[src/rtl/core/tcw_pkg.sv]
// ----------------------------------------------------------------------------
// tcw_pkg: shared definitions for the text console writer
// Geometry, field widths, request and character codes, and the control
// structures that pass between the sequencer and the sweep engine.
// ----------------------------------------------------------------------------
package tcw_pkg;

   localparam int COLUMNS    = 80;
   localparam int ROWS       = 25;
   localparam int TAB_SPACES = 4;

   localparam int CELL_COUNT = ROWS * COLUMNS;
   localparam int COPY_COUNT = (ROWS - 1) * COLUMNS;

   localparam int COL_W   = 7;
   localparam int ROW_W   = 5;
   localparam int POS_W   = 12;
   localparam int CELL_W  = 16;
   localparam int COLOR_W = 8;
   localparam int CHAR_W  = 8;
   localparam int TYPE_W  = 3;
   localparam int CADDR_W = 11;
   localparam int ADDR_W  = $clog2(CELL_COUNT);
   localparam int SWEEP_W = $clog2(CELL_COUNT + 1);
   localparam int TAB_W   = $clog2(TAB_SPACES + 1);

   localparam int REQ_DATA_W = 24;
   localparam int RSP_DATA_W = 48;
   localparam int RSP_USED_W = COL_W + ROW_W + POS_W + CELL_W + 1;

   // Request kinds
   localparam logic [TYPE_W-1:0] REQ_PUT_CHAR = 3'd0;
   localparam logic [TYPE_W-1:0] REQ_LEFT     = 3'd1;
   localparam logic [TYPE_W-1:0] REQ_RIGHT    = 3'd2;
   localparam logic [TYPE_W-1:0] REQ_CLEAR    = 3'd3;
   localparam logic [TYPE_W-1:0] REQ_READ     = 3'd4;

   // Character codes with special handling
   localparam logic [CHAR_W-1:0] CHAR_NUL     = 8'h00;
   localparam logic [CHAR_W-1:0] CHAR_BS      = 8'h08;
   localparam logic [CHAR_W-1:0] CHAR_TAB     = 8'h09;
   localparam logic [CHAR_W-1:0] CHAR_NL      = 8'h0A;
   localparam logic [CHAR_W-1:0] BLANK_CHAR   = 8'h20;

   // Configuration register indexes
   localparam logic REG_TEXT_COLOR    = 1'b0;
   localparam logic REG_PROMPT_LENGTH = 1'b1;

   localparam logic [COLOR_W-1:0] TEXT_COLOR_RESET    = 8'd63;
   localparam logic [COL_W-1:0]   PROMPT_LENGTH_RESET = 7'd0;

   typedef struct packed {
      logic start;
      logic copy;
   } sweep_ctrl_type;

   typedef struct packed {
      logic              busy;
      logic              done;
      logic              rd_en;
      logic [ADDR_W-1:0] rd_addr;
      logic              wr_en;
      logic [ADDR_W-1:0] wr_addr;
      logic              wr_copy;
   } sweep_stat_type;

endpackage

[src/rtl/core/tcw_lin_addr.sv]
// ----------------------------------------------------------------------------
// tcw_lin_addr: linear cell position
// Turns a row and column into row times the line length plus column.
// ----------------------------------------------------------------------------
module tcw_lin_addr
   import tcw_pkg::*;
(
   input  logic [ROW_W-1:0] row,
   input  logic [COL_W-1:0] col,
   output logic [POS_W-1:0] pos
);

   assign pos = POS_W'(POS_W'(row) * POS_W'(COLUMNS)) + POS_W'(col);

endmodule

[config.mk]
export PLATFORM = sky130hd
export DESIGN_NAME = tcw_lin_addr
export DESIGN_NICKNAME = d
export VERILOG_FILES = /design/src/rtl/core/tcw_pkg.sv /design/src/rtl/core/tcw_lin_addr.sv
export SDC_FILE = /design/constraint.sdc
export NUM_CORES = 1
export LEC_CHECK = 0
export ABC_AREA = 1
export BUFFER_PORTS_ARGS = -buffer_cell sky130_fd_sc_hd__buf_2
export CAP_MARGIN = 20
export CELL_PAD_IN_SITES_DETAIL_PLACEMENT = 0
export CELL_PAD_IN_SITES_GLOBAL_PLACEMENT = 1
export CORE_AREA = 2 2 39 41
export DETAILED_ROUTE_END_ITERATION = 10
export DIE_AREA = 0 0 41 43
export PLACE_DENSITY_LB_ADDON = 0.1
export SETUP_SLACK_MARGIN = 0.02
export SYNTH_ARGS = -nofsm -noshare
export SYNTH_HDL_FRONTEND = slang
export SYNTH_SLANG_ARGS = --single-unit
[constraint.sdc]
create_clock -name vclk -period 3.9
set_input_delay 0.585 -clock vclk [all_inputs]
set_output_delay 0.585 -clock vclk [all_outputs]
set_load 0.05 [all_outputs]
# Yosys cells after proc, flatten, opt, wreduce, memory -nomap -nowiden
# Index checks and enable logic that the tools add are counted.
totals:
  wordCells: 2
  reg_bits: 0
  in_bits: 12
op_classes:
  n_addsub: 1
  n_mul: 1
op_table:
  columns: ["operator", "n"]
  rows:
  - ["$add A12 B7 Y12", 1]
  - ["$mul A5 B3 Y8 const B", 1]

# Logic depth before layout (Yosys ltp)
# Gate-level depths: netlist of run 1.
depth:
  word_depth: 2
  ltp_mapped: 10

# Worst setup path before layout of run 1
# OpenSTA, ideal clock, no wires.
synth_timing:
  path_type: "input to output"
  from: "input row[1]"
  to: "output pos[8]"
  arrival_time_ns: 2.434
  path_stages: 4
  path_buffers: 0
  slack_ns: 0.881
  required_time_ns: 3.315
  path_cell_list: "ha_1 > ha_1 > fa_1 > xnor2_1"
synth_via:
  elab_chain_len: 2
synth_lines:
  columns: ["item", "line_no", "text"]
  rows:
  - ["start, declared", "tcw_lin_addr.sv:8", "input logic [ROW_W-1:0] row,"]
  - ["$mul A5 B3 Y8", "tcw_lin_addr.sv:13", "assign pos = POS_W'(POS_W'(row) * POS_W'(COLUMNS)) + POS_W'(col);"]
  - ["$add A12 B7 Y12", "tcw_lin_addr.sv:13", null]
  - ["end, declared", "tcw_lin_addr.sv:10", "output logic [POS_W-1:0] pos"]
# No other way between the ends.

# Worst setup path after layout of run 1
layout_timing:
  from: "input row[1]"
  to: "output pos[9]"
# The elaborated chain is that of the path after synthesis.

==> metrics.txt, run 1 <==
Synth area leader ha_1; WP data required about 3.3 ns; syn_nets a little over 80; Inserted Diodes 0; first-pass GRT wire length 1324 µm; area grow syn2layout 18.18%; hold bufs inserted after CTS 0; largest net degree at the start of global routing 6; post-synthesis sequential area ratio 0; CP delay by family, top adder cells; Final HPWL DP 746 µm; Netlist Area Pre-Place between 300 and 400 µm²; clock buffer count in the final layout 0; max_cap viols 0; Critical-path top delay cell fa_1; Post-Syn Instances between 50 and 60; Max transition margin 0.8346; Worst Max-Slew Pin Slew ~0.25 ns; Worst Setup End Kind output pin; Worst setup SP type input pin; Synth Area in Simple Gates 0.3506; Post-Synth XOR/XNOR Area 0.06818; post-CTS resize count 0; library cells used by synthesis 15; layout sequential cell count 0; fin nets 95; Avg Cell Area, Syn between 6 and 7 µm²; peak supply drop between 100 and 150 µV; Final ANT Viol Nets 0; top-area cell type share of the netlist area 0.2922; Die W ~41 µm; core footprint 1384 µm²; largest family of logic cells by synthesized area adder cells; vias 386; Initial Utilization 0.2785; final setup fails 0; Total Die Area 1763 µm²; final WL just under 800 µm; maximum clock frequency ~320 MHz; per-cell routed wire length ~9.3 µm; initial antenna violation count 0; CP dominant cell by count nand2_1; post-synthesis compound-gate area fraction 0.03896; setup TNS 0 ns; drt drc 0; Pre-Repair DR Iteration Count 2; die height approximately 43 µm; Final Max Slew Viols 0; mux share of post-synthesis cell area 0; Synth Area in Adders 0.3961; run status complete, no violations; Register Area 0 µm²; Pleak 0.2842 nW; vias in the first global route 361; placement row count 14; Inst Count DP 86; boundary pin count 24; hold crit path type input pin to output pin; crit-path cells buf_2, ha_1, ha_1, fa_1, nand2_1, inv_1, nand4_1, nand2_1, o21ai_0, nand2_1, buf_2; Arr. time, crit path roughly 2.5 ns; setup repair after global routing missed its margin no; Crit path largest cell delay about 0.57 ns; fin crit period just over 3 ns; PortBufs 16; layout cell share with drive strength beyond 1 0.2714; Starting DRT DRC Count 4; PwrDens approximately 300 nW/µm²; total track usage 0.1002; final period utilization 0.7922; Congestion Overflow GR 0; critical path class input pin to output pin; post-CTS setup repair buffer count 0; CP Max Fanout 3; Final Non-Filler Cells 86; yosys warns 0; critical path buffer and inverter count 3; GP Congestion roughly 0.63; Via density 4.488; synth top area cells ha_1 (29%), nand2_1 (18%), fa_1 (10%), buf_4 (7.8%), inv_1 (6.8%); Hold Fails Final Rpt 0
==> cell families (layout without fill, tap and decap cells) <==
logic type	Yosys count	count (layout)
compound gates	3	3
buf+inv	11	23
fa+ha+maj	11	11
simple gates	30	30
xor+xnor	3	3
==> synth_stat cells <==
cell,n
nand4_1,2
o21ai_0,2
nor2_1,2
inv_1,7
nand2_2,1
xnor2_1,1
nand3_1,5
a21oi_1,1
nor2_2,1
fa_1,2
buf_4,4
nand2_1,18
xor2_1,2
nand3_2,1
ha_1,9
==> path summary, 6_finish.rpt <==
check | cells after the start | end | slack, ns | startpoint
worst max-delay path | 11 | pos[9] | 0.81 | row[1]
worst min-delay path | 0 | pos[0] | 1.17 | col[0]
==> layout by cell type, fill, tap and decap left out <==
master	count
ha_1	9
nand3_2	1
fa_1	2
o21ai_0	2
a21oi_1	1
buf_2	16
xor2_1	2
nand2_1	18
nor2_2	1
nand3_1	5
nor2_1	2
nand4_1	2
inv_1	7
xnor2_1	1
nand2_2	1
==> final cells by class <==
type	count	area, µm²
Fill cell	164	928.4
Inverter	7	26.28
Multi-Input combinational cell	47	329.1
Tap cell	16	20.02
Timing Repair Buffer	16	80.08
==> metrics by stage <==
stage / setup WS (ns) / hold WS (ns) / area (µm²) / util / total power, W
after floorplan: 0.8807 / 1.337 / 385.4 / - / 0.0001221
after global placement: 0.8386 / 1.170 / 455.4 / 0.3291 / 0.0001396
after detailed placement: 0.8108 / 1.170 / 455.4 / 0.3291 / 0.0001383
after CTS: 0.7996 / 1.170 / 455.4 / 0.3291 / 0.0001388
after global routing: 0.6767 / 1.170 / 455.4 / 0.3291 / 0.0001501
final: 0.8105 / 1.170 / 455.4 / 0.3291 / 0.0001369
==> routing by layer <==
metal / vias up / global-route usage / routed length [µm]
met5: - / 0 / 0
met4: 0 / 0.006667 / 0
met3: 0 / 0 / 28
met2: 6 / 0.1969 / 426
met1: 170 / 0.1150 / 341
li1: 210 / - / -
==> where the power goes <==
group	leakage [nW]	switching (W)	internal, W
Combinational	0.284	0.0000997	0.0000373
Sequential	0	0	0
Clock	0	0	0
Total	0.284	0.0000997	0.0000373
Note: power is estimated with default switching activity, not from simulation.
==> inputs of run 2 (changes only) <==
Clock period 3.9 ns to 3.2 ns, I/O delays scaled along.
==> metrics.txt, run 2 (synthesis gave the netlist of run 1 again) <==
run status complete, no violations; Final Non-Filler Cells between 80 and 90; CP dominant cell by count nand2_1; Congestion Overflow GR 0; Worst setup SP type input pin; max_cap viols 0; switching part of the total 0.7283; drt drc 0; core footprint between 1000 and 1500 µm²; Pre-Repair DR Iteration Count 4; post-CTS setup repair buffer count 0; Die W about 41 µm; vias a little under 400; PortBufs 16; Inst Count DP between 80 and 90; peak supply drop around 120 µV; layout sequential cell count 0; Clk network pwr share 0; maximum clock frequency between 300 and 400 MHz; Via density 4.593; Crit path largest cell delay around 0.56 ns; Internal 0.00004547 W; Arr. time, crit path 2.37 ns; total track usage 0.1002; clock buffer count in the final layout 0; Final HPWL DP approximately 730 µm; WP data required approximately 2.7 ns; vias in the first global route around 350; placement row count 14; final setup fails 0; Inserted Diodes 0; layout cell share with drive strength beyond 1 0.2714; Starting DRT DRC Count 13; Final ANT Viol Nets 0; NetSw 0.0001219 W; setup repair after global routing missed its margin no; Worst Max-Slew Pin Slew roughly 0.25 ns; die height between 40 and 50 µm; final WL about 790 µm; Register Area 0 µm²; boundary pin count 24; commonest non-fill, non-tap cell in the layout nand2_1; initial antenna violation count 0; post-CTS resize count 0; critical path class input pin to output pin; Total Die Area around 1800 µm²; setup TNS 0 ns; Initial Utilization 0.2785; CP delay by family, top adder cells; hold crit path type input pin to output pin; Worst Setup End Kind output pin; Logic pwr share 1.000; Hold Fails Final Rpt 0; fin nets 95; area grow syn2layout 18.18%; Final Max Slew Viols 0; crit-path cells buf_2, ha_1, ha_1, fa_1, nand2_1, inv_1, nand4_1, nand2_1, o21ai_0, nand2_1, buf_2; GP Congestion 0.6877; final period utilization 0.8910; hold bufs inserted after CTS 0; first-pass GRT wire length 1331 µm; PwrDens ~370 nW/µm²; Pleak roughly 0.28 nW; Max transition margin 0.8319; largest net degree at the start of global routing 6; per-cell routed wire length 9.140 µm; critical path buffer and inverter count 3; most frequent cells in the layout nand2_1 (18), buf_2 (16), ha_1 (9); CP Max Fanout 3; Critical-path top delay cell fa_1; fin crit period 2.851 ns; share of power burned in registers 0
run 2: cell counts in the layout (fill, tap and decap cells not counted):
Identical to the previous run, type by type.
run 2: layout make-up:
cell class / count / area, µm²
Multi-Input combinational cell: 47 / 329.1
Tap cell: 16 / 20.02
Timing Repair Buffer: 16 / 80.08
Fill cell: 156 / 928.4
Inverter: 7 / 26.28
run 2: routing by layer:
layer	vias to the layer above	global-route usage	part of all wire
met2	6	0.1813	0.56
met4	0	0.006667	0
met1	179	0.1310	0.41
met5	-	0	0
met3	0	0	0.036
li1	210	-	-
run 2: path summary, 6_finish.rpt:
check | slack (ns) | cells past startpoint | from | endpoint
max | 0.35 | 11 | row[1] | pos[9]
min | 0.96 | 0 | col[0] | pos[0]
run 2: power by group through the flow:
| stage | Combinational, W | Clock [W] | Sequential (W) |
|---|---|---|---|
| 2_1_floorplan | 0.000149 | 0 | 0 |
| 3_3_place_gp | 0.000171 | 0 | 0 |
| 3_5_place_dp | 0.000169 | 0 | 0 |
| 4_1_cts | 0.000169 | 0 | 0 |
| 5_1_grt | 0.000183 | 0 | 0 |
| 6_report | 0.000167 | 0 | 0 |
run 2: metrics by stage:
stage	total power [W]	util	hold WS (ns)	worst slack, ns	instance area, µm²
floorplan	0.0001488	-	1.127	0.3907	385.4
finish	0.0001673	0.3291	0.9600	0.3487	455.4
global placement	0.0001708	0.3291	0.9603	0.3511	455.4
CTS	0.0001693	0.3291	0.9603	0.3314	455.4
global route	0.0001828	0.3291	0.9601	0.2125	455.4
detailed placement	0.0001688	0.3291	0.9603	0.3406	455.4
==> inputs of run 3 (changes only) <==
Settings changed: CELL_PAD_IN_SITES_DETAIL_PLACEMENT 0 to 1.
==> metrics.txt, run 3 (synthesis gave the netlist of run 1 again) <==
run status complete, no violations; Hold Fails Final Rpt 0; Via density between 4 and 5; Congestion Overflow GR 0; fin crit period 2.883 ns; Clk network pwr share 0; vias in the first global route between 300 and 400; Final ANT Viol Nets 0; area grow syn2layout 18.18%; Final Max Slew Viols 0; boundary pin count 24; Critical Path Stages 11; switching part of the total 0.7283; Worst Setup Slack post-DPL between 0.3 and 0.4 ns; first-pass GRT wire length 1352 µm; Internal 0.00004575 W; Starting DRT DRC Count 1; Worst setup SP type input pin; most frequent cells in the layout nand2_1 (18), buf_2 (16), ha_1 (9); final setup fails 0; initial antenna violation count 0; crit-path cells buf_2, ha_1, ha_1, fa_1, nand2_1, inv_1, nand4_1, nand2_1, o21ai_0, nand2_1, buf_2; fillers 188; Pre-Repair DR Iteration Count 4; NetSw around 0.00012 W; placement row count 14; met1 WL 370 µm; PortBufs 16; post-CTS setup repair buffer count 0; die height 43 µm; Critical path origin row[1]; GP Congestion a little under 0.7; Pleak ~0.28 nW; clock buffer count in the final layout 0; final period utilization 0.9008; Inserted Diodes 0; post-route cell area ~460 µm²; per-cell routed wire length around 9.9 µm; Logic pwr share 1.000; WL met3 about 36 µm; layout sequential cell count 0; WP data required 2.72 ns; vias between 300 and 400; critical path class input pin to output pin; Die W around 40 µm; core footprint about 1400 µm²; Setup WS post-layout 0.3175 ns; critical path buffer and inverter count 3; CP Max Fanout 3; placed cell areas approximately 460 µm²; total track usage 0.1022; commonest non-fill, non-tap cell in the layout nand2_1; Arr. time, crit path between 2 and 2.5 ns; Critical-path top delay cell fa_1; setup TNS 0 ns; Register Area 0 µm²; layout cell share with drive strength beyond 1 0.2714; setup repair after global routing missed its margin no; PwrDens approximately 370 nW/µm²; Max transition margin 0.8341; Crit path largest cell delay 0.56 ns; Worst Setup EP pos[9]; post-CTS resize count 0; met2 wire len ~440 µm; hold bufs inserted after CTS 0; Initial Utilization 0.2785; peak supply drop approximately 130 µV; CP delay by family, top adder cells; fin nets 95; max_cap viols 0; Worst Setup End Kind output pin; Worst Max-Slew Pin Slew approximately 0.25 ns; drt drc 0; share of power burned in registers 0; final WL ~850 µm; Max Used Layer met3; maximum clock frequency 346.9 MHz; hold crit path type input pin to output pin; largest net degree at the start of global routing 6; post-layout util 0.3291; Final HPWL DP between 800 and 900 µm; Total Die Area roughly 1800 µm²; CP dominant cell by count nand2_1
[run 3: cell counts in the layout (fill, tap and decap cells not counted)]
No cell type changed its count.
[run 3: final cells by class]
cell class | count | area, µm² | area share
well taps | 16 | 20.02 | 0.04396
inverters | 7 | 26.28 | 0.05769
repair buffers | 16 | 80.08 | 0.1758
multi-input cells | 47 | 329.1 | 0.7225
[run 3: worst min-delay path by stage]
stage | cells after the start | slack (ns) | to | from
2_1_floorplan | 1 | 1.13 | pos[0] | col[0]
3_3_place_gp | 0 | 0.96 | pos[1] | col[1]
3_5_place_dp | 0 | 0.96 | pos[1] | col[1]
4_1_cts | 0 | 0.96 | pos[1] | col[1]
5_1_grt | 0 | 0.96 | pos[3] | col[3]
6_report | 0 | 0.96 | pos[0] | col[0]
[run 3: routing by layer]
layer  vias up  track usage
met5         -            0
met4         0     0.006667
met3         0            0
met2         6       0.1781
met1       180       0.1406
li1        209            -
[run 3: through the flow]
stage,hold WS (ns),instances,power [W]
after floorplan,1.127,58,0.0001488
after global placement,0.9603,86,0.0001708
after detailed placement,0.9603,86,0.0001708
after CTS,0.9603,86,0.0001712
after global routing,0.9601,86,0.0001846
final,0.9600,86,0.0001684
[run 3: power groups by stage]
stage	sequential, W	combinational [W]	clock, W
final	0	0.000168	0
after global routing	0	0.000185	0
after CTS	0	0.000171	0
after detailed placement	0	0.000171	0
after global placement	0	0.000171	0
after floorplan	0	0.000149	0
