===== src/rtl/core/tcw_pkg.sv =====
// ----------------------------------------------------------------------------
// tcw_pkg: shared definitions for the text console writer
// Geometry, field widths, request and character codes, and the control
// structures that pass between the sequencer and the sweep engine.
// ----------------------------------------------------------------------------
package tcw_pkg;

   localparam int COLUMNS    = 80;
   localparam int ROWS       = 25;
   localparam int TAB_SPACES = 4;

   localparam int CELL_COUNT = ROWS * COLUMNS;
   localparam int COPY_COUNT = (ROWS - 1) * COLUMNS;

   localparam int COL_W   = 7;
   localparam int ROW_W   = 5;
   localparam int POS_W   = 12;
   localparam int CELL_W  = 16;
   localparam int COLOR_W = 8;
   localparam int CHAR_W  = 8;
   localparam int TYPE_W  = 3;
   localparam int CADDR_W = 11;
   localparam int ADDR_W  = $clog2(CELL_COUNT);
   localparam int SWEEP_W = $clog2(CELL_COUNT + 1);
   localparam int TAB_W   = $clog2(TAB_SPACES + 1);

   localparam int REQ_DATA_W = 24;
   localparam int RSP_DATA_W = 48;
   localparam int RSP_USED_W = COL_W + ROW_W + POS_W + CELL_W + 1;

   // Request kinds
   localparam logic [TYPE_W-1:0] REQ_PUT_CHAR = 3'd0;
   localparam logic [TYPE_W-1:0] REQ_LEFT     = 3'd1;
   localparam logic [TYPE_W-1:0] REQ_RIGHT    = 3'd2;
   localparam logic [TYPE_W-1:0] REQ_CLEAR    = 3'd3;
   localparam logic [TYPE_W-1:0] REQ_READ     = 3'd4;

   // Character codes with special handling
   localparam logic [CHAR_W-1:0] CHAR_NUL     = 8'h00;
   localparam logic [CHAR_W-1:0] CHAR_BS      = 8'h08;
   localparam logic [CHAR_W-1:0] CHAR_TAB     = 8'h09;
   localparam logic [CHAR_W-1:0] CHAR_NL      = 8'h0A;
   localparam logic [CHAR_W-1:0] BLANK_CHAR   = 8'h20;

   // Configuration register indexes
   localparam logic REG_TEXT_COLOR    = 1'b0;
   localparam logic REG_PROMPT_LENGTH = 1'b1;

   localparam logic [COLOR_W-1:0] TEXT_COLOR_RESET    = 8'd63;
   localparam logic [COL_W-1:0]   PROMPT_LENGTH_RESET = 7'd0;

   typedef struct packed {
      logic start;
      logic copy;
   } sweep_ctrl_type;

   typedef struct packed {
      logic              busy;
      logic              done;
      logic              rd_en;
      logic [ADDR_W-1:0] rd_addr;
      logic              wr_en;
      logic [ADDR_W-1:0] wr_addr;
      logic              wr_copy;
   } sweep_stat_type;

endpackage


===== src/rtl/core/tcw_sweep.sv =====
// ----------------------------------------------------------------------------
// tcw_sweep: cell store sweep engine
// Walks the whole store once, either filling every cell with a blank or
// moving each row up by one and blanking the bottom row.
// ----------------------------------------------------------------------------
module tcw_sweep
   import tcw_pkg::*;
(
   input  logic           clock,
   input  logic           reset,
   input  sweep_ctrl_type ctrl,
   output sweep_stat_type stat
);

   logic               active_ff, active_in;
   logic               copy_ff, copy_in;
   logic [SWEEP_W-1:0] cnt_ff, cnt_in;
   logic [SWEEP_W-1:0] wr_idx;

   always_comb begin
      active_in = active_ff;
      copy_in   = copy_ff;
      cnt_in    = cnt_ff;
      if (ctrl.start) begin
         active_in = 1'b1;
         copy_in   = ctrl.copy;
         cnt_in    = '0;
      end else if (active_ff) begin
         if (cnt_ff == SWEEP_W'(CELL_COUNT)) begin
            active_in = 1'b0;
         end else begin
            cnt_in = cnt_ff + 1'b1;
         end
      end
   end

   // Each write lands in the cycle after its read so that copied data has arrived.
   assign wr_idx = cnt_ff - 1'b1;

   always_comb begin
      stat.busy    = active_ff;
      stat.done    = active_ff && (cnt_ff == SWEEP_W'(CELL_COUNT));
      stat.rd_en   = active_ff && copy_ff && (cnt_ff < SWEEP_W'(COPY_COUNT));
      stat.rd_addr = ADDR_W'(cnt_ff + SWEEP_W'(COLUMNS));
      stat.wr_en   = active_ff && (cnt_ff != '0);
      stat.wr_addr = ADDR_W'(wr_idx);
      stat.wr_copy = copy_ff && (wr_idx < SWEEP_W'(COPY_COUNT));
   end

   always_ff @(posedge clock) begin
      if (reset) begin
         active_ff <= 1'b0;
      end else begin
         active_ff <= active_in;
      end
   end

   always_ff @(posedge clock) begin
      copy_ff <= copy_in;
      cnt_ff  <= cnt_in;
   end

endmodule


===== config.mk =====
export PLATFORM = sky130hd
export DESIGN_NAME = tcw_sweep
export DESIGN_NICKNAME = d
export VERILOG_FILES = /design/src/rtl/core/tcw_pkg.sv /design/src/rtl/core/tcw_sweep.sv
export SDC_FILE = /design/constraint.sdc
export NUM_CORES = 1
export LEC_CHECK = 0
export BUFFER_PORTS_ARGS = -buffer_cell sky130_fd_sc_hd__buf_2
export CAP_MARGIN = 15
export CORE_MARGIN = 4
export CORE_UTILIZATION = 45
export DETAILED_ROUTE_END_ITERATION = 10
export PLACE_DENSITY = 0.82
export RECOVER_POWER = 100
export SETUP_SLACK_MARGIN = 0.4
export SYNTH_ARGS = -nofsm -noshare
export SYNTH_HDL_FRONTEND = slang
export SYNTH_SLANG_ARGS = --single-unit

===== constraint.sdc =====
create_clock -name clock -period 1.7 [get_ports clock]
set_clock_uncertainty 0.05 [all_clocks]
set_input_delay 0.34 -clock clock [delete_from_list [all_inputs] [get_ports clock]]
set_output_delay 0.34 -clock clock [all_outputs]
set_load 0.05 [all_outputs]

==> results.sh, run 1 <==
export IMPL_fp_dieH_microns=55.2
export IMPL_cts_max_level=1
export IMPL_io_buffer_count=30
export IMPL_syn_avg_cell_area_sq_um=8.15
export IMPL_firstError="[ERROR DPL-0038] Utilization greater than 100%, impossible to legalize"
export IMPL_synth_largest_area_cell="dfxtp_1"
export IMPL_synth_area_top_cells="dfxtp_1 24%, xnor2_1 17%, ha_1 7.5%, nor2_1 6.0%, xor2_1 4.4%"
export IMPL_synth_cell_types=30
export IMPL_die_w_microns=55.2
export IMPL_ys_ff_latch=13
export IMPL_postCtsSetupRepairBufs=16
export IMPL_synth_cell_area_sq_um=1000
export IMPL_clockBufferDepth=2
export IMPL_synth_edf_count=1
export IMPL_status="aborted with a tool error"
export IMPL_root_buffer="clkbuf_4"
export IMPL_synth_fp_nets=133
export IMPL_synth_cells=123
export IMPL_cts_made_buffers=3
export IMPL_num_rows=16
export IMPL_cts_hold_buf=0
export IMPL_start_util_pct=49.1
export IMPL_hpwl_mm=2.44
export IMPL_synth_top_cell_area_share_pct=24.0
export IMPL_async_flop_share_pct=0
export IMPL_io_pins=31
export IMPL_yosysSeqAreaShare_pct=27.0
export IMPL_cts_resized=118
export IMPL_haltStage="4_1_cts"
export IMPL_gp_congestion=0.836
export IMPL_dp_cells=203
export IMPL_synthFlopType="dfxtp_1"
export IMPL_yosys_warnings=0
export IMPL_clock_sinks=13
[Yosys cell counts, types with 4 or more instances]
master / count
o21ai_0: 4
xnor2_1: 19
xor2_1: 5
nand2_1: 7
dfxtp_1: 12
nor2_1: 16
nor4_1: 4
ha_1: 6
inv_1: 11
buf_4: 5
buf_2: 4
[metrics by stage]
stage,worst slack [ns],hold slack [ns],area (sq um)
after floorplan,-0.820,0.349,1400
after global placement,-0.381,0.445,1750
after detailed placement,-0.416,0.448,1750
[cell families after synthesis]
logic type / share of synthesized area, %
buffers and inverters: 11.7
xor gates and xnor gates: 21.0
muxes: 2.00
adders and majority gates: 7.49
AOI/OAI and AO/OA: 9.49
DFF: 27.0
and+or+nand+nor: 21.3
==> run 2, diff against run 1 <==
--- a/config.mk
+++ b/config.mk
@@ -7,12 +7,11 @@
 export LEC_CHECK = 0
 export BUFFER_PORTS_ARGS = -buffer_cell sky130_fd_sc_hd__buf_2
 export CAP_MARGIN = 15
-export CORE_MARGIN = 4
-export CORE_UTILIZATION = 45
+export CORE_AREA = 4 4 65 67
 export DETAILED_ROUTE_END_ITERATION = 10
-export PLACE_DENSITY = 0.82
+export DIE_AREA = 0 0 69 71
+export PLACE_DENSITY_LB_ADDON = 0.15
 export RECOVER_POWER = 100
-export SETUP_SLACK_MARGIN = 0.4
 export SYNTH_ARGS = -nofsm -noshare
 export SYNTH_HDL_FRONTEND = slang
 export SYNTH_SLANG_ARGS = --single-unit
==> constraint.sdc (replaced) <==
create_clock -name clock -period 2.2 [get_ports clock]
set_clock_uncertainty 0.05 [all_clocks]
set_input_delay 0.44 -clock clock [delete_from_list [all_inputs] [get_ports clock]]
set_output_delay 0.44 -clock clock [all_outputs]
set_load 0.05 [all_outputs]
==> results.sh, run 2 <==
export IMPL_status="complete, but fails checks"
export IMPL_violations="setup timing"
export IMPL_gr_usage_all_layers_pct=11.0
export IMPL_start_util_pct=27.6
export IMPL_syn_avg_cell_area_sq_um=8.15
export IMPL_cts_max_level=1
export IMPL_mostFrequentLayoutCells="23 x buf_4, 16 x nor2_1, 14 x xnor2_1"
export IMPL_p_sw_w=0.000365
export IMPL_final_common_cell="buf_4"
export IMPL_drtIter0Drc=30
export IMPL_fin_crit_sh_pct=106
export IMPL_fmax_mhz=430
export IMPL_p_clk_share_pct=25.3
export IMPL_synth_area_top_cells="dfxtp_1 24%, xnor2_1 17%, ha_1 7.5%, nor2_1 6.0%, xor2_1 4.4%"
export IMPL_p_leak_nw=0.605
export IMPL_relSlewSlack_pct=58.3
export IMPL_synth_common_cells="19 x xnor2_1, 16 x nor2_1, 12 x dfxtp_1, 11 x inv_1, 7 x nand2_1"
export IMPL_fp_dieH_microns=71
export IMPL_wirelength_mm=2.60
export IMPL_drc=0
export IMPL_p_int_w=0.000525
export IMPL_tightest_slew_ns=0.625
export IMPL_cts_made_buffers=3
export IMPL_clock_latency_ns=0.25
export IMPL_power_w=0.000890
export IMPL_pwr_share_seq_pct=28.1
export IMPL_largest_register_ff_count=11
export IMPL_areaGrowthSynthToFinish_pct=50.7
export IMPL_clockBufferDepth=2
export IMPL_cts_hold_buf=0
export IMPL_cts_clk_slew_worst_paths_ns=0.07
export IMPL_maxCapViolations=0
export IMPL_vias_per_cell=4.44
export IMPL_dr_pass1_iters=4
export IMPL_pwr_share_comb_pct=46.6
export IMPL_utilization_pct=41.6
export IMPL_synth_top_cell_area_share_pct=24.0
export IMPL_grt_overflow=0
export IMPL_power_density_nw_per_um2=589
export IMPL_synth_cell_types=30
export IMPL_regMostFlops="cnt_ff"
export IMPL_finalHoldViolations=0
export IMPL_startpoint_type="flop"
export IMPL_peakVddDrop_v=0.000363
export IMPL_arrival_ns=1.83
export IMPL_hpwl_mm=2.06
export IMPL_yosysMostFrequentCell="xnor2_1"
export IMPL_hold_path_class="in2reg"
export IMPL_num_rows=22
export IMPL_ys_ff_latch=13
export IMPL_worst_slack_ns=-0.123
export IMPL_synth_largest_area_cell="dfxtp_1"
export IMPL_yosysSeqAreaShare_pct=27.0
export IMPL_drv_slew=0
export IMPL_io_buffer_count=30
export IMPL_endpoint_kind="output port"
export IMPL_post_route_min_period_ns=2.32
export IMPL_critPathRequiredTime_ns=1.71
export IMPL_antenna_found_initial=0
export IMPL_post_drt_wl_per_cell_microns=12.0
export IMPL_setup_viol=3
export IMPL_synth_cells=123
export IMPL_dp_slack_ns=-0.0645
export IMPL_reg_top3="cnt_ff (11), active_ff (1), copy_ff (1)"
export IMPL_instances_no_fill=216
export IMPL_critPathKind="reg2out"
export IMPL_clock_sinks=13
export IMPL_core_area_sq_um=3630
export IMPL_tritoncts="done"
export IMPL_yosys_warnings=0
export IMPL_gp_congestion=0.710
export IMPL_p_sw_share_pct=41.0
export IMPL_dieArea_sq_um=4900
export IMPL_async_flop_share_pct=0
export IMPL_synth_cell_area_sq_um=1000
export IMPL_rsz0062_at_grt="yes"
export IMPL_grt_pass1_vias=968
export IMPL_synthFlopType="dfxtp_1"
export IMPL_dp_cells=207
export IMPL_grt_start_max_net_pins=14
export IMPL_synth_fp_nets=133
export IMPL_drive_above_1_share_pct=38.7
export IMPL_grt_pass1_wl_mm=4.40
export IMPL_root_buffer="clkbuf_8"
export IMPL_io_pins=31
export IMPL_path_max_fanout=5
export IMPL_nets=179
export IMPL_via_count=959
export IMPL_num_antenna_cells=0
export IMPL_ant_nets=0
export IMPL_die_w_microns=69
export IMPL_synth_edf_count=1
==> run 2: through the flow <==
step	hold slack [ns]	TNS, ns	cell area [sq um]
CTS	0.280	-0.388	1510
global placement	0.548	-0.0182	1390
floorplan	0.459	-1.00	1120
detailed placement	0.550	-0.0645	1390
global route	0.304	-0.646	1510
finish	0.283	-0.244	1510
==> run 2: cell type report <==
type                    count  area (sq um)
clock buffers               3          41.3
clock inverters             1          5.00
fillers                   391          2120
inverters                  11          45.0
multi-input cells          87           739
flip-flops and latches     13           277
well taps                  48          60.1
repair buffers             53           343
==> run 2: what timing repair did <==
item / 4_1_cts / 5_1_grt
resized for setup: 12 / 10
pin swaps: 6 / 3
endpoints found under the setup margin: 6 / 10
setup buffers: 4 / 1
==> run 2: power groups by stage <==
stage          combinational, W  sequential [W]  clock (W)
2_1_floorplan          0.000296        0.000259          0
4_1_cts                0.000415        0.000250   0.000233
6_report               0.000415        0.000250   0.000225
3_3_place_gp           0.000379        0.000254          0
5_1_grt                0.000440        0.000251   0.000240
3_5_place_dp           0.000381        0.000255          0
==> run 2: logic make-up after synthesis <==
family / Yosys count / share of synthesized area [%]
compound gates: 13 / 9.49
buf+inv: 23 / 11.7
flops: 13 / 27.0
xor+xnor: 24 / 21.0
fa+ha+maj: 6 / 7.49
mux: 2 / 2.00
simple gates: 42 / 21.3
==> run 2: critical path, cell delays in order (launching register included) <==
cell	delay (ns)
dfxtp_4	0.35
clkinvlp_4	0.09
ha_4	0.17
nor3b_4	0.16
o211ai_1	0.36
xnor2_4	0.18
a31oi_4	0.10
buf_6	0.17
==> run 2: routing by layer <==
layer,vias up,GRT usage (%),routed length [microns]
li1,493,-,-
met1,447,12.8,1120
met2,17,19.9,1360
met3,2,1.85,93
met4,0,4.56,24
met5,-,0,0
==> run 2: path summary, 6_finish.rpt <==
path,from,to,slack [ns],depth (start not counted)
setup / recovery,cnt_ff[0]$_SDFFE_PP0P_,stat[0],-0.12,7
hold / removal,reset,active_ff$_SDFF_PP0_,0.28,2
setup reg to reg,cnt_ff[0]$_SDFFE_PP0P_,cnt_ff[1]$_SDFFE_PP0P_,0.22,6
hold reg to reg,cnt_ff[2]$_SDFFE_PP0P_,cnt_ff[2]$_SDFFE_PP0P_,0.57,2
Note: power is estimated with default switching activity, not from simulation.
==> run 3, diff against run 2 <==
--- a/config.mk
+++ b/config.mk
@@ -12,6 +12,7 @@
 export DIE_AREA = 0 0 69 71
 export PLACE_DENSITY_LB_ADDON = 0.15
 export RECOVER_POWER = 100
+export SKIP_CTS_REPAIR_TIMING = 1
 export SYNTH_ARGS = -nofsm -noshare
 export SYNTH_HDL_FRONTEND = slang
 export SYNTH_SLANG_ARGS = --single-unit
==> constraint.sdc (replaced) <==
create_clock -name clock -period 2.2 [get_ports clock]
set_clock_uncertainty 0.05 [all_clocks]
set_input_delay 0.33 -clock clock [delete_from_list [all_inputs] [get_ports clock]]
set_output_delay 0.33 -clock clock [all_outputs]
set_load 0.05 [all_outputs]
==> results.sh, run 3 (synthesis gave the netlist of run 2 again) <==
export IMPL_status="complete, but fails checks"
export IMPL_violations="setup timing"
export IMPL_start_util_pct=27.6
export IMPL_regMostFlops="cnt_ff"
export IMPL_core_area_sq_um=3630
export IMPL_post_route_min_period_ns=2.23
export IMPL_gp_congestion=0.773
export IMPL_instances_no_fill=210
export IMPL_die_w_microns=69
export IMPL_cts_max_level=1
export IMPL_power_density_nw_per_um2=602
export IMPL_drv_slew=0
export IMPL_io_buffer_count=30
export IMPL_largest_register_ff_count=11
export IMPL_fin_crit_sh_pct=102
export IMPL_timing_hold_ws_ns=0.188
export IMPL_dp_cells=203
export IMPL_mostFrequentLayoutCells="19 x buf_4, 16 x nor2_1, 15 x xnor2_1"
export IMPL_antenna_found_initial=0
export IMPL_ant_nets=0
export IMPL_startpoint_type="flop"
export IMPL_num_rows=22
export IMPL_cts_made_buffers=3
export IMPL_num_antenna_cells=0
export IMPL_hold_path_class="in2reg"
export IMPL_clock_sinks=13
export IMPL_setup_viol=2
export IMPL_cp_cell_sequence="clkinvlp_4 -> ha_4 -> nor3b_4 -> o211ai_1 -> buf_4 -> xnor2_4 -> a31oi_4 -> buf_6"
export IMPL_maxCapViolations=0
export IMPL_clockBufferDepth=2
export IMPL_fp_dieH_microns=71
export IMPL_dp_slack_ns=0.0434
export IMPL_clock_latency_ns=0.24
export IMPL_drive_above_1_share_pct=32.7
export IMPL_path_max_fanout=5
export IMPL_tightest_slew_ns=0.656
export IMPL_hpwl_mm=2.02
export IMPL_critPathKind="reg2out"
export IMPL_p_leak_nw=0.564
export IMPL_wirelength_mm=2.59
export IMPL_cts_clk_slew_worst_paths_ns=0.06
export IMPL_grt_pass1_vias=895
export IMPL_arrival_ns=1.85
export IMPL_vias_per_cell=4.40
export IMPL_finalHoldViolations=0
export IMPL_dieArea_sq_um=4900
export IMPL_tritoncts="done"
export IMPL_worst_slack_ns=-0.0332
export IMPL_io_pins=31
export IMPL_grt_overflow=0
export IMPL_endpoint_kind="output port"
export IMPL_drtIter0Drc=26
export IMPL_cp_slowest_cell="dfxtp_4"
export IMPL_dr_pass1_iters=4
export IMPL_relSlewSlack_pct=56.3
export IMPL_grt_pass1_wl_mm=4.25
export IMPL_post_drt_wl_per_cell_microns=12.3
export IMPL_final_common_cell="buf_4"
export IMPL_grt_start_max_net_pins=14
export IMPL_via_count=924
export IMPL_gr_usage_all_layers_pct=10.8
export IMPL_areaGrowthSynthToFinish_pct=41.9
export IMPL_fmax_mhz=448
export IMPL_nets=173
export IMPL_drc=0
export IMPL_slowest_delay_ns=0.35
export IMPL_critPathRequiredTime_ns=1.82
export IMPL_peakVddDrop_v=0.000536
export IMPL_rsz0062_at_grt="yes"
export IMPL_reg_top3="cnt_ff (11), active_ff (1), copy_ff (1)"
export IMPL_root_buffer="clkbuf_8"
## run 3: changes by cell type in the layout (fill, tap and decap cells not counted), sizes merged
cell    change
clkinv      -1
clkbuf      +1
buf         -6
## run 3: metrics by stage
step,cell area (sq um),TNS [ns],power [W],utilization [%]
after floorplan,1110,-0.559,0.000550,-
after global placement,1350,0,0.000625,37.2
after detailed placement,1350,0,0.000627,37.2
after CTS,1400,-0.368,0.000847,38.4
after global routing,1420,-0.193,0.000897,39.2
final,1420,-0.0657,0.000857,39.2
## run 3: metal layers
layer / track usage, % / part of all wire, %
met1: 13.2 / 47
met2: 17.8 / 48
met3: 3.13 / 4.2
met4: 4.12 / 0.85
met5: 0 / 0
## run 3: critical path, delay by kind of cell, from the launching register on
kind / cells / cell delay, ns
DFF: 1 / 0.35
xor gates and xnor gates: 1 / 0.13
buffers and inverters: 3 / 0.42
AOI/OAI and AO/OA: 2 / 0.29
adders and majority gates: 1 / 0.14
and+or+nand+nor: 1 / 0.27
## run 3: path summary, 6_finish.rpt
| kind | cells after the start | to | from | slack, ns |
|---|---|---|---|---|
| max | 8 | stat[0] | cnt_ff[0]$_SDFFE_PP0P_ | -0.03 |
| min reg2reg | 3 | cnt_ff[5]$_SDFFE_PP0P_ | cnt_ff[5]$_SDFFE_PP0P_ | 0.59 |
| max reg2reg | 6 | cnt_ff[1]$_SDFFE_PP0P_ | cnt_ff[0]$_SDFFE_PP0P_ | 0.20 |
| min | 2 | active_ff$_SDFF_PP0_ | reset | 0.19 |
## run 3: layout make-up
| cell class | count | area, sq um |
|---|---|---|
| Multi-Input combinational cell | 87 | 713 |
| Tap cell | 48 | 60.1 |
| Fill cell | 391 | 2210 |
| Sequential cell | 13 | 275 |
| Clock buffer | 4 | 45.0 |
| Inverter | 11 | 45.0 |
| Timing Repair Buffer | 47 | 284 |
## run 3: where the power goes
part / switching (W) / internal (W)
Combinational: 0.000253 / 0.000134
Sequential: 0.00000661 / 0.000245
Clock: 0.0000893 / 0.000128
==> run 4, diff against run 3 <==
--- a/config.mk
+++ b/config.mk
@@ -8,8 +8,10 @@
 export BUFFER_PORTS_ARGS = -buffer_cell sky130_fd_sc_hd__buf_2
 export CAP_MARGIN = 15
 export CORE_AREA = 4 4 65 67
+export CTS_CLUSTER_SIZE = 40
 export DETAILED_ROUTE_END_ITERATION = 10
 export DIE_AREA = 0 0 69 71
+export GPL_TIMING_DRIVEN = 0
 export PLACE_DENSITY_LB_ADDON = 0.15
 export RECOVER_POWER = 100
 export SKIP_CTS_REPAIR_TIMING = 1
==> results.sh, run 4 (synthesis gave the netlist of run 2 again) <==
export IMPL_busiest_layer="met2"
export IMPL_areaGrowthSynthToFinish_pct=48.3
export IMPL_post_route_min_period_ns=2.30
export IMPL_mostFrequentLayoutCells="24 x buf_2, 16 x nor2_1, 15 x xnor2_1"
export IMPL_via_count=928
export IMPL_cts_made_buffers=3
export IMPL_clock_latency_ns=0.24
export IMPL_arrival_ns=1.92
export IMPL_drive_above_1_share_pct=40.5
export IMPL_io_pins=31
export IMPL_largest_register_ff_count=11
export IMPL_grt_util_met2_pct=17.9
export IMPL_slowest_delay_ns=0.38
export IMPL_dp_slack_ns=-0.0724
export IMPL_gr_usage_all_layers_pct=10.3
export IMPL_finalHoldViolations=0
export IMPL_root_buffer="clkbuf_8"
export IMPL_crit_buf_inv=2
export IMPL_hold_path_depth=2
export IMPL_dp_cells=201
export IMPL_startpoint_type="flop"
export IMPL_startpoint="cnt_ff[0]$_SDFFE_PP0P_"
export IMPL_cp_cell_sequence="clkinvlp_4 -> ha_4 -> nor3b_4 -> o211ai_1 -> xnor2_4 -> a31oi_4 -> buf_6"
export IMPL_post_drt_wl_per_cell_microns=11.5
export IMPL_critPathKind="reg2out"
export IMPL_setup_viol=2
export IMPL_fmax_mhz=434
export IMPL_hpwl_mm=1.97
export IMPL_drtIter0Drc=27
export IMPL_instances_no_fill=211
export IMPL_regMostFlops="cnt_ff"
export IMPL_relSlewSlack_pct=60.9
export IMPL_power_density_nw_per_um2=585
export IMPL_status="complete, but fails checks"
export IMPL_crit_cells=7
export IMPL_clock_sinks=13
export IMPL_rrSetupSlack_ns=0.39
export IMPL_core_area_sq_um=3630
export IMPL_violations="setup timing"
export IMPL_crit_end="stat[0]"
export IMPL_tritoncts="done"
export IMPL_ant_nets=0
export IMPL_start_util_pct=27.6
export IMPL_ff2ff_path_depth=6
export IMPL_cp_slowest_cell="dfxtp_4"
export IMPL_cp_top_family="compound AO/OA/AOI/OAI gates"
export IMPL_io_buffer_count=30
export IMPL_reg_top3="cnt_ff (11), active_ff (1), copy_ff (1)"
export IMPL_die_w_microns=69
export IMPL_hold_path_class="in2reg"
export IMPL_stdcell_area_sq_um=1490
export IMPL_use_met3_pct=2.41
export IMPL_wirelength_mm=2.44
export IMPL_drv_slew=0
export IMPL_placed_cell_area_sq_um=1320
export IMPL_peakVddDrop_v=0.000276
export IMPL_dieArea_sq_um=4900
export IMPL_antenna_found_initial=0
export IMPL_fin_crit_sh_pct=105
export IMPL_maxCapViolations=0
export IMPL_endpoint_kind="output port"
export IMPL_gr_usage_met1_pct=12.3
export IMPL_tightest_slew_ns=0.589
export IMPL_gp_congestion=0.757
export IMPL_fp_dieH_microns=71
export IMPL_drc=0
export IMPL_cts_max_level=1
export IMPL_critPathRequiredTime_ns=1.82
export IMPL_r2r_start="cnt_ff[1]$_SDFFE_PP0P_"
export IMPL_grt_start_max_net_pins=11
export IMPL_rsz0062_at_grt="yes"
export IMPL_vias_per_cell=4.40
export IMPL_grt_pass1_vias=936
export IMPL_clockBufferDepth=2
export IMPL_num_antenna_cells=0
export IMPL_final_common_cell="buf_2"
export IMPL_fill_cells=393
export IMPL_path_max_fanout=4
export IMPL_p_leak_nw=0.604
export IMPL_r2r_end="cnt_ff[2]$_SDFFE_PP0P_"
export IMPL_grt_pass1_wl_mm=4.15
export IMPL_cts_clk_slew_worst_paths_ns=0.05
export IMPL_nets=174
export IMPL_num_rows=22
export IMPL_worst_slack_ns=-0.103
export IMPL_dr_pass1_iters=4
export IMPL_grt_overflow=0
[run 4: cell count changes in the layout (fill, tap and decap cells not counted), sizes merged]
cell | before | now
buf | 35 | 42
clkbuf | 16 | 10
[run 4: routing by layer]
layer	up-vias	wire, microns
met5	-	0
met4	0	32
met3	4	115
met2	24	1130
met1	420	1160
li1	480	-
[run 4: how the worst min path moves through the flow]
stage / startpoint / endpoint / slack [ns]
floorplan: reset / active_ff$_SDFF_PP0_ / 0.35
global placement: reset / active_ff$_SDFF_PP0_ / 0.43
detailed placement: reset / active_ff$_SDFF_PP0_ / 0.44
CTS: reset / active_ff$_SDFF_PP0_ / 0.18
global route: reset / active_ff$_SDFF_PP0_ / 0.18
finish: reset / active_ff$_SDFF_PP0_ / 0.19
[run 4: where the power goes]
group | internal [W] | leakage [nW] | total (W) | switching (W)
logic | 0.000153 | 0.472 | 0.000405 | 0.000252
clock network | 0.000128 | 0.0228 | 0.000209 | 0.0000809
registers | 0.000245 | 0.109 | 0.000256 | 0.0000110
total | 0.000526 | 0.604 | 0.000870 | 0.000344
[run 4: through the flow]
step | hold WS [ns] | util (%) | TNS (ns) | total power, W
2_1_floorplan | 0.349 | - | -0.559 | 0.000550
3_3_place_gp | 0.434 | 36.4 | -0.0525 | 0.000613
3_5_place_dp | 0.436 | 36.4 | -0.0724 | 0.000614
4_1_cts | 0.182 | 37.6 | -1.09 | 0.000826
5_1_grt | 0.180 | 40.9 | -0.411 | 0.000915
6_report | 0.186 | 40.9 | -0.182 | 0.000870
[run 4: cell type report]
cell class / instances / area (sq um) / share of cell area (%)
flip-flops and latches: 13 / 280 / 18.9
clock buffers: 4 / 45.0 / 3.03
repair buffers: 36 / 240 / 16.2
multi-input cells: 87 / 738 / 49.7
well taps: 48 / 60.1 / 4.04
inverters: 11 / 45.0 / 3.03
plain buffers: 12 / 77.6 / 5.22
